**src/design/dsih_pkg.sv**
```systemverilog
// Package for the iterated substitution hash: the DES S-box S1 table and the
// round function shared by the pipeline stages. No dependencies.
package dsih_pkg;

   localparam int unsigned ROUND_COUNT_DEFAULT = 16;
   localparam int unsigned WORD_WIDTH = 32;
   localparam int unsigned GROUP_COUNT = 8;

   typedef logic [WORD_WIDTH-1:0] word_type;

   localparam logic [3:0] S1_TABLE [4][16] = '{
      '{4'd14, 4'd4, 4'd13, 4'd1, 4'd2, 4'd15, 4'd11, 4'd8,
        4'd3, 4'd10, 4'd6, 4'd12, 4'd5, 4'd9, 4'd0, 4'd7},
      '{4'd0, 4'd15, 4'd7, 4'd4, 4'd14, 4'd2, 4'd13, 4'd1,
        4'd10, 4'd6, 4'd12, 4'd11, 4'd9, 4'd5, 4'd3, 4'd8},
      '{4'd4, 4'd1, 4'd14, 4'd8, 4'd13, 4'd6, 4'd2, 4'd11,
        4'd15, 4'd12, 4'd9, 4'd7, 4'd3, 4'd10, 4'd5, 4'd0},
      '{4'd15, 4'd12, 4'd8, 4'd2, 4'd4, 4'd9, 4'd1, 4'd7,
        4'd5, 4'd11, 4'd3, 4'd14, 4'd10, 4'd0, 4'd6, 4'd13}
   };

   // One round. The expansion is pure wiring: group g sees word bits
   // 4g-1 up to 4g+4, wrapping round the ends of the word, so a copy of
   // the word with one wrapped bit on each side supplies every group.
   function automatic word_type sbox_round(input word_type w);
      logic [WORD_WIDTH+1:0] ext;
      logic [5:0]            six;
      word_type              res;
      ext = {w[0], w, w[WORD_WIDTH-1]};
      res = '0;
      for (int g = 0; g < GROUP_COUNT; g++) begin
         six = ext[4*g +: 6];
         res[4*g +: 4] = S1_TABLE[{six[5], six[0]}][six[4:1]];
      end
      return res;
   endfunction

endpackage

```
**src/design/des_sbox_iterated_hash32.sv**
```systemverilog
// Iterated substitution hash: one pipeline stage per round.
// Throughput: one word per cycle while rsp_ready is high; each stage
// holds one word and moves it on when the stage after it is empty or
// emptying, so bubbles close up.
// Reset (synchronous, active high) clears every stage valid bit; data
// registers are not reset.
module des_sbox_iterated_hash32 #(
   parameter int unsigned ROUND_COUNT = dsih_pkg::ROUND_COUNT_DEFAULT
) (
   input  logic        clock,
   input  logic        reset,
   input  logic        req_valid,
   output logic        req_ready,
   input  logic [31:0] req_block_in,
   output logic        rsp_valid,
   input  logic        rsp_ready,
   output logic [31:0] rsp_digest,
   output logic [31:0] rsp_first_round_word
);

   logic                 valid_ff [ROUND_COUNT];
   dsih_pkg::word_type   word_ff  [ROUND_COUNT];
   dsih_pkg::word_type   first_ff [ROUND_COUNT];
   logic                 ready    [ROUND_COUNT+1];

   assign ready[ROUND_COUNT] = rsp_ready;
   assign req_ready = ready[0];

   for (genvar k = 0; k < ROUND_COUNT; k++) begin : g_stage
      logic               up_valid;
      dsih_pkg::word_type word_in;
      dsih_pkg::word_type first_in;

      assign ready[k] = !valid_ff[k] || ready[k+1];

      if (k == 0) begin : g_head
         assign up_valid = req_valid;
         assign word_in  = dsih_pkg::sbox_round(req_block_in);
         assign first_in = word_in;
      end else begin : g_body
         assign up_valid = valid_ff[k-1];
         assign word_in  = dsih_pkg::sbox_round(word_ff[k-1]);
         assign first_in = first_ff[k-1];
      end

      always_ff @(posedge clock) begin
         if (reset) begin
            valid_ff[k] <= 1'b0;
         end else if (ready[k]) begin
            valid_ff[k] <= up_valid;
         end
      end

      always_ff @(posedge clock) begin
         if (ready[k] && up_valid) begin
            word_ff[k]  <= word_in;
            first_ff[k] <= first_in;
         end
      end
   end

   assign rsp_valid            = valid_ff[ROUND_COUNT-1];
   assign rsp_digest           = word_ff[ROUND_COUNT-1];
   assign rsp_first_round_word = first_ff[ROUND_COUNT-1];

endmodule

```
**config.mk**
```make
export PLATFORM = sky130hd
export DESIGN_NAME = des_sbox_iterated_hash32
export DESIGN_NICKNAME = d
export VERILOG_FILES = /design/src/design/dsih_pkg.sv /design/src/design/des_sbox_iterated_hash32.sv
export SDC_FILE = /design/constraint.sdc
export NUM_CORES = 2
export LEC_CHECK = 0
export BUFFER_PORTS_ARGS = -buffer_cell sky130_fd_sc_hd__buf_2
export CORE_MARGIN = 3
export CORE_UTILIZATION = 40
export DETAILED_ROUTE_END_ITERATION = 16
export MAX_ROUTING_LAYER = met4
export PLACE_DENSITY_LB_ADDON = 0.3
export REMOVE_ABC_BUFFERS = 1
export SLEW_MARGIN = 0
export SYNTH_ARGS = -nofsm -noshare
export SYNTH_HDL_FRONTEND = slang
export SYNTH_SLANG_ARGS = --single-unit
export TNS_END_PERCENT = 30
```
**constraint.sdc**
```tcl
create_clock -name clock -period 13.75 [get_ports clock]
set_input_delay 2.75 -clock clock [delete_from_list [all_inputs] [get_ports clock]]
set_output_delay 2.75 -clock clock [all_outputs]
set_load 0.05 [all_outputs]
```
==> flow_summary.html <==
<table>
<tr><th>Metric</th><th>Value</th></tr>
<tr><th colspan="2">Clock network</th></tr>
<tr><td>Root cell of the clock tree</td><td>sky130_fd_sc_hd__clkbuf_16</td></tr>
<tr><td>CTS tree</td><td>yes</td></tr>
<tr><td>CTS sink count</td><td>1008</td></tr>
<tr><td>Hold buffer count at CTS</td><td>0</td></tr>
<tr><td>Number of buffers added by the clock tree synthesis step</td><td>~120</td></tr>
<tr><td>Clock buffer depth</td><td>3</td></tr>
<tr><td>Number of setup buffers added after CTS</td><td>0</td></tr>
<tr><td>Clock latency of the later-clocked register in the worst-skew pair</td><td>approximately 0.79 ns</td></tr>
<tr><td>Clock Pin Slew Worst Setup and Hold Paths</td><td>~0.060 ns</td></tr>
<tr><td>Number of levels in the clock H-tree</td><td>3</td></tr>
<tr><td>Count of cells resized by post-cts repair</td><td>0</td></tr>
<tr><th colspan="2">Timing</th></tr>
<tr><td>Clock Skew</td><td>between 0.05 and 0.06 ns</td></tr>
<tr><td>Final-layout setup total negative slack</td><td>0 ns</td></tr>
<tr><td>Final setup viols</td><td>0</td></tr>
<tr><td>Max Transition Viols Final</td><td>0</td></tr>
<tr><td>Upper clock frequency limit</td><td>0.1342 GHz</td></tr>
<tr><td>Final period demand of the worst path</td><td>roughly 7.5 ns</td></tr>
<tr><td>Crit share post-route</td><td>0.5420</td></tr>
<tr><td>Final-report hold violation count</td><td>0</td></tr>
<tr><td>Setup slack after layout</td><td>about 6.3 ns</td></tr>
<tr><td>Unrepaired setup endpoints after global routing</td><td>false</td></tr>
<tr><td>Actual transition at the worst max-transition pin</td><td>between 1 and 1.5 ns</td></tr>
<tr><td>Max_slew headroom</td><td>0.1957</td></tr>
<tr><th colspan="2">Floorplan</th></tr>
<tr><td>Std-Cell Core Area</td><td>between 0.2 and 0.3 sq mm</td></tr>
<tr><td>Die Outline Area</td><td>between 0.2 and 0.3 sq mm</td></tr>
<tr><td>Die width</td><td>~530 um</td></tr>
<tr><td>IO Pins</td><td>between 100 and 150</td></tr>
<tr><td>Die Span Y</td><td>~530 um</td></tr>
<tr><td>Std cell rows</td><td>just under 200</td></tr>
<tr><td>Effective utilization at floorplan</td><td>0.4029</td></tr>
<tr><th colspan="2">Yosys</th></tr>
<tr><td>Area of the mapped netlist</td><td>0.1116 sq mm</td></tr>
<tr><td>Compound-gate portion of the synthesized area</td><td>0.2229</td></tr>
<tr><td>Xor and xnor area share after synthesis</td><td>0.02080</td></tr>
<tr><td>Number of warnings printed during yosys synthesis</td><td>0</td></tr>
<tr><td>Ys flop type</td><td>sky130_fd_sc_hd__edfxtp_1</td></tr>
<tr><td>Seq/Total Area, Yosys</td><td>0.2712</td></tr>
<tr><td>Largest family of logic cells by synthesized area</td><td>compound AO/OA/AOI/OAI gates</td></tr>
<tr><td>Average footprint of a synthesized cell</td><td>between 9 and 10 sq um</td></tr>
<tr><td>Post-synthesis share of cell area spent on and, or, nand and nor gates</td><td>0.1353</td></tr>
<tr><td>Share of synthesized cell area in full adder, half adder and majority cells</td><td>0.1148</td></tr>
<tr><td>Count of different cell masters after synthesis</td><td>74</td></tr>
<tr><td>EDFF count, synth</td><td>1008</td></tr>
<tr><td>Share of synthesized area spent on multiplexers</td><td>0.1715</td></tr>
<tr><td>Async SR Flop Fraction</td><td>0</td></tr>
<tr><td>Count of state elements after synthesis</td><td>1008</td></tr>
<tr><td>Number of instances in the synthesized netlist</td><td>~12000</td></tr>
<tr><th colspan="2">GRT</th></tr>
<tr><td>Global-route wire length before repair</td><td>~440000 um</td></tr>
<tr><td>Remaining global-route overflow</td><td>0</td></tr>
<tr><td>Vias in the first global route</td><td>85860</td></tr>
<tr><td>Total global routing track utilization</td><td>0.1851</td></tr>
<tr><td>Number of antenna violations at the first check in global routing</td><td>5</td></tr>
<tr><td>Maximum number of pins on one net before global-route repair</td><td>66</td></tr>
<tr><th colspan="2">Worst setup path</th></tr>
<tr><td>Setup slack of the worst register-to-register path</td><td>slightly below 10 ns</td></tr>
<tr><td>Kind of critical path</td><td>in2out</td></tr>
<tr><td>Startpoint kind of the worst setup timing path</td><td>input port</td></tr>
<tr><td>Peak fanout along the critical path</td><td>6</td></tr>
<tr><td>Startpoint of the worst setup timing path</td><td>rsp_ready</td></tr>
<tr><td>Worst r2r path cells</td><td>7</td></tr>
<tr><td>Crit Reg-Reg Startpoint</td><td>word_ff[1][68]$_DFFE_PP_</td></tr>
<tr><td>Worst endpoint required time</td><td>roughly 11 ns</td></tr>
<tr><td>Crit path capture type</td><td>primary output</td></tr>
<tr><td>Worst Path Arrival</td><td>~4.7 ns</td></tr>
<tr><td>Reg-to-reg critical path endpoint</td><td>word_ff[1][98]$_DFFE_PP_</td></tr>
<tr><th colspan="2">Placed design</th></tr>
<tr><td>Setup slack after placement</td><td>6.309 ns</td></tr>
<tr><td>Placed Instance Area</td><td>roughly 0.11 sq mm</td></tr>
<tr><td>Count of input and output buffers</td><td>between 100 and 150</td></tr>
<tr><td>Routability cong.</td><td>0.8727</td></tr>
<tr><td>HPWL after detailed placement</td><td>between 150000 and 200000 um</td></tr>
<tr><th colspan="2">Cells and area</th></tr>
<tr><td>Layout cells sized above 1</td><td>0.1043</td></tr>
<tr><td>Layout Cell Area excl Fill</td><td>~0.12 sq mm</td></tr>
<tr><td>Utilization of the core after routing</td><td>0.4211</td></tr>
<tr><td>Post-synthesis to final-layout area growth</td><td>4.510%</td></tr>
<tr><td>Final layout net count</td><td>12510</td></tr>
<tr><th colspan="2">Route</th></tr>
<tr><td>Via density per instance</td><td>about 6.0</td></tr>
<tr><td>Drt wl/cell</td><td>17.66 um</td></tr>
<tr><td>Detailed-route via count</td><td>between 90000 and 100k</td></tr>
<tr><td>Post-DRT Antenna Nets</td><td>0</td></tr>
<tr><td>1st-pass router iterations</td><td>6</td></tr>
<tr><td>Post-Route WL</td><td>roughly 270000 um</td></tr>
<tr><td>DRC Markers</td><td>0</td></tr>
<tr><td>Initial DRC count</td><td>~8400</td></tr>
<tr><th colspan="2">Power and ir drop</th></tr>
<tr><td>Standby leakage power</td><td>0.04239 uW</td></tr>
<tr><td>Power density cells</td><td>roughly 69 mW/mm^2</td></tr>
<tr><td>Max rail drop VDD</td><td>between 0.1 and 0.15 mV</td></tr>
<tr><th colspan="2">Min path</th></tr>
<tr><td>Hold Crit Endpoint</td><td>first_ff[1][2]$_DFFE_PP_</td></tr>
<tr><td>Hold path startpoint</td><td>first_ff[0][226]$_DFFE_PP_</td></tr>
<tr><td>Worst hold-check path type</td><td>reg2reg</td></tr>
<tr><td>Number of stages on the worst hold path</td><td>0</td></tr>
<tr><th colspan="2">Job</th></tr>
<tr><td>Number of violations of the max-capacitance limit</td><td>0</td></tr>
<tr><th colspan="2">Outcome</th></tr>
<tr><td>Result of the run</td><td>completed</td></tr>
</table>
[metal layers]
layer | track usage | wire, um
met1 | 0.2462 | 120200
met2 | 0.3034 | 131400
met3 | 0.01784 | 12400
met4 | 0.04642 | 5417
met5 | - | 0
[layout by cell type (no fill, tap or decap), drive strengths merged, types with 88 or more instances in the layout]
cell type,count
nand2b,366
inv,444
nand2,1105
clkinv,126
clkbuf,129
mux4,675
nor2b,283
a31oi,231
nand3,313
a211oi,298
o211ai,333
buf,221
xnor2,154
nor2,758
ha,1024
nor3,160
mux2i,353
o31ai,93
edfxtp,1008
a21oi,929
o311ai,93
o21ai,1350
xor2,111
o21a,88
[cell type report]
cell class | instances | area [sq um]
tap | 3705 | 4636
inverter | 514 | 1929
sequential | 1008 | 30270
multi-input combinational | 9586 | 74360
timing repair buffer | 221 | 1406
fill | 26470 | 160400
antenna | 11 | 27.53
clock inverter | 84 | 1067
clock buffer | 129 | 2930
[report_power, final]
| group | switching, uW | total (uW) | internal [uW] |
|---|---|---|---|
| registers | 170 | 3600 | 3430 |
| logic | 641 | 1200 | 556 |
| clock network | 1370 | 3250 | 1880 |
[Yosys cell counts (73+ instances only)]
master                     count  share of area
sky130_fd_sc_hd__o21ai_0    1350          0.061
sky130_fd_sc_hd__nand2_1    1105          0.037
sky130_fd_sc_hd__ha_1       1024           0.11
sky130_fd_sc_hd__edfxtp_1   1008           0.27
sky130_fd_sc_hd__clkbuf_1    953          0.032
sky130_fd_sc_hd__a21oi_1     929          0.042
sky130_fd_sc_hd__nor2_1      758          0.025
sky130_fd_sc_hd__mux4_2      675           0.14
sky130_fd_sc_hd__inv_1       430          0.014
sky130_fd_sc_hd__nand2b_1    366          0.021
sky130_fd_sc_hd__mux2i_1     353          0.032
sky130_fd_sc_hd__o211ai_1    333          0.022
sky130_fd_sc_hd__nand3_1     313          0.014
sky130_fd_sc_hd__a211oi_1    298          0.020
sky130_fd_sc_hd__nor2b_1     283          0.016
sky130_fd_sc_hd__a31oi_1     231          0.013
sky130_fd_sc_hd__buf_1       191         0.0064
sky130_fd_sc_hd__nor3_1      160         0.0072
sky130_fd_sc_hd__xnor2_1     154          0.012
sky130_fd_sc_hd__xor2_1      111         0.0087
sky130_fd_sc_hd__o311ai_0     93         0.0073
sky130_fd_sc_hd__o31ai_1      93         0.0063
sky130_fd_sc_hd__o21a_1       88         0.0059
sky130_fd_sc_hd__buf_2        74         0.0033
sky130_fd_sc_hd__clkinv_1     73         0.0025
[cell families (layout without fill, tap and decap cells)]
group	Yosys count	in the layout
buf+inv	1797	948
xor+xnor	265	265
other cells	0	11
fa+ha+maj	1024	1024
mux	1064	1064
simple gates	3227	3227
compound gates	4006	4006
flops	1008	1008
[per-stage QoR]
step | power (uW) | std cells | hold slack [ns]
2_1_floorplan | 4507 | 11110 | 0.4003
3_3_place_gp | 4812 | 15030 | 0.4005
3_5_place_dp | 4845 | 15030 | 0.4045
5_1_grt | 8425 | 15260 | 0.4182
4_1_cts | 8156 | 15250 | 0.4119
6_report | 8050 | 15260 | 0.4114
[worst max-delay path, cell delays in order]
cell                       delay [ns]
sky130_fd_sc_hd__buf_2           0.10
sky130_fd_sc_hd__nand2b_1        0.22
sky130_fd_sc_hd__or4_1           0.68
sky130_fd_sc_hd__or3_4           0.44
sky130_fd_sc_hd__or2_2           0.30
sky130_fd_sc_hd__buf_2           0.21
[sequential cells by signal (all words and copies together) (netlist names)]
name      flops
word_ff     480
first_ff    512
valid_ff     16
[worst max-delay path by stage]
| stage | to | depth (start not counted) |
|---|---|---|
| after floorplan | first_ff[0][64]$_DFFE_PP_ | 4 |
| after global placement | req_ready | 6 |
| after detailed placement | req_ready | 6 |
| after CTS | req_ready | 6 |
| after global routing | req_ready | 6 |
| final | req_ready | 6 |
Power figures use the tool's default switching activity.
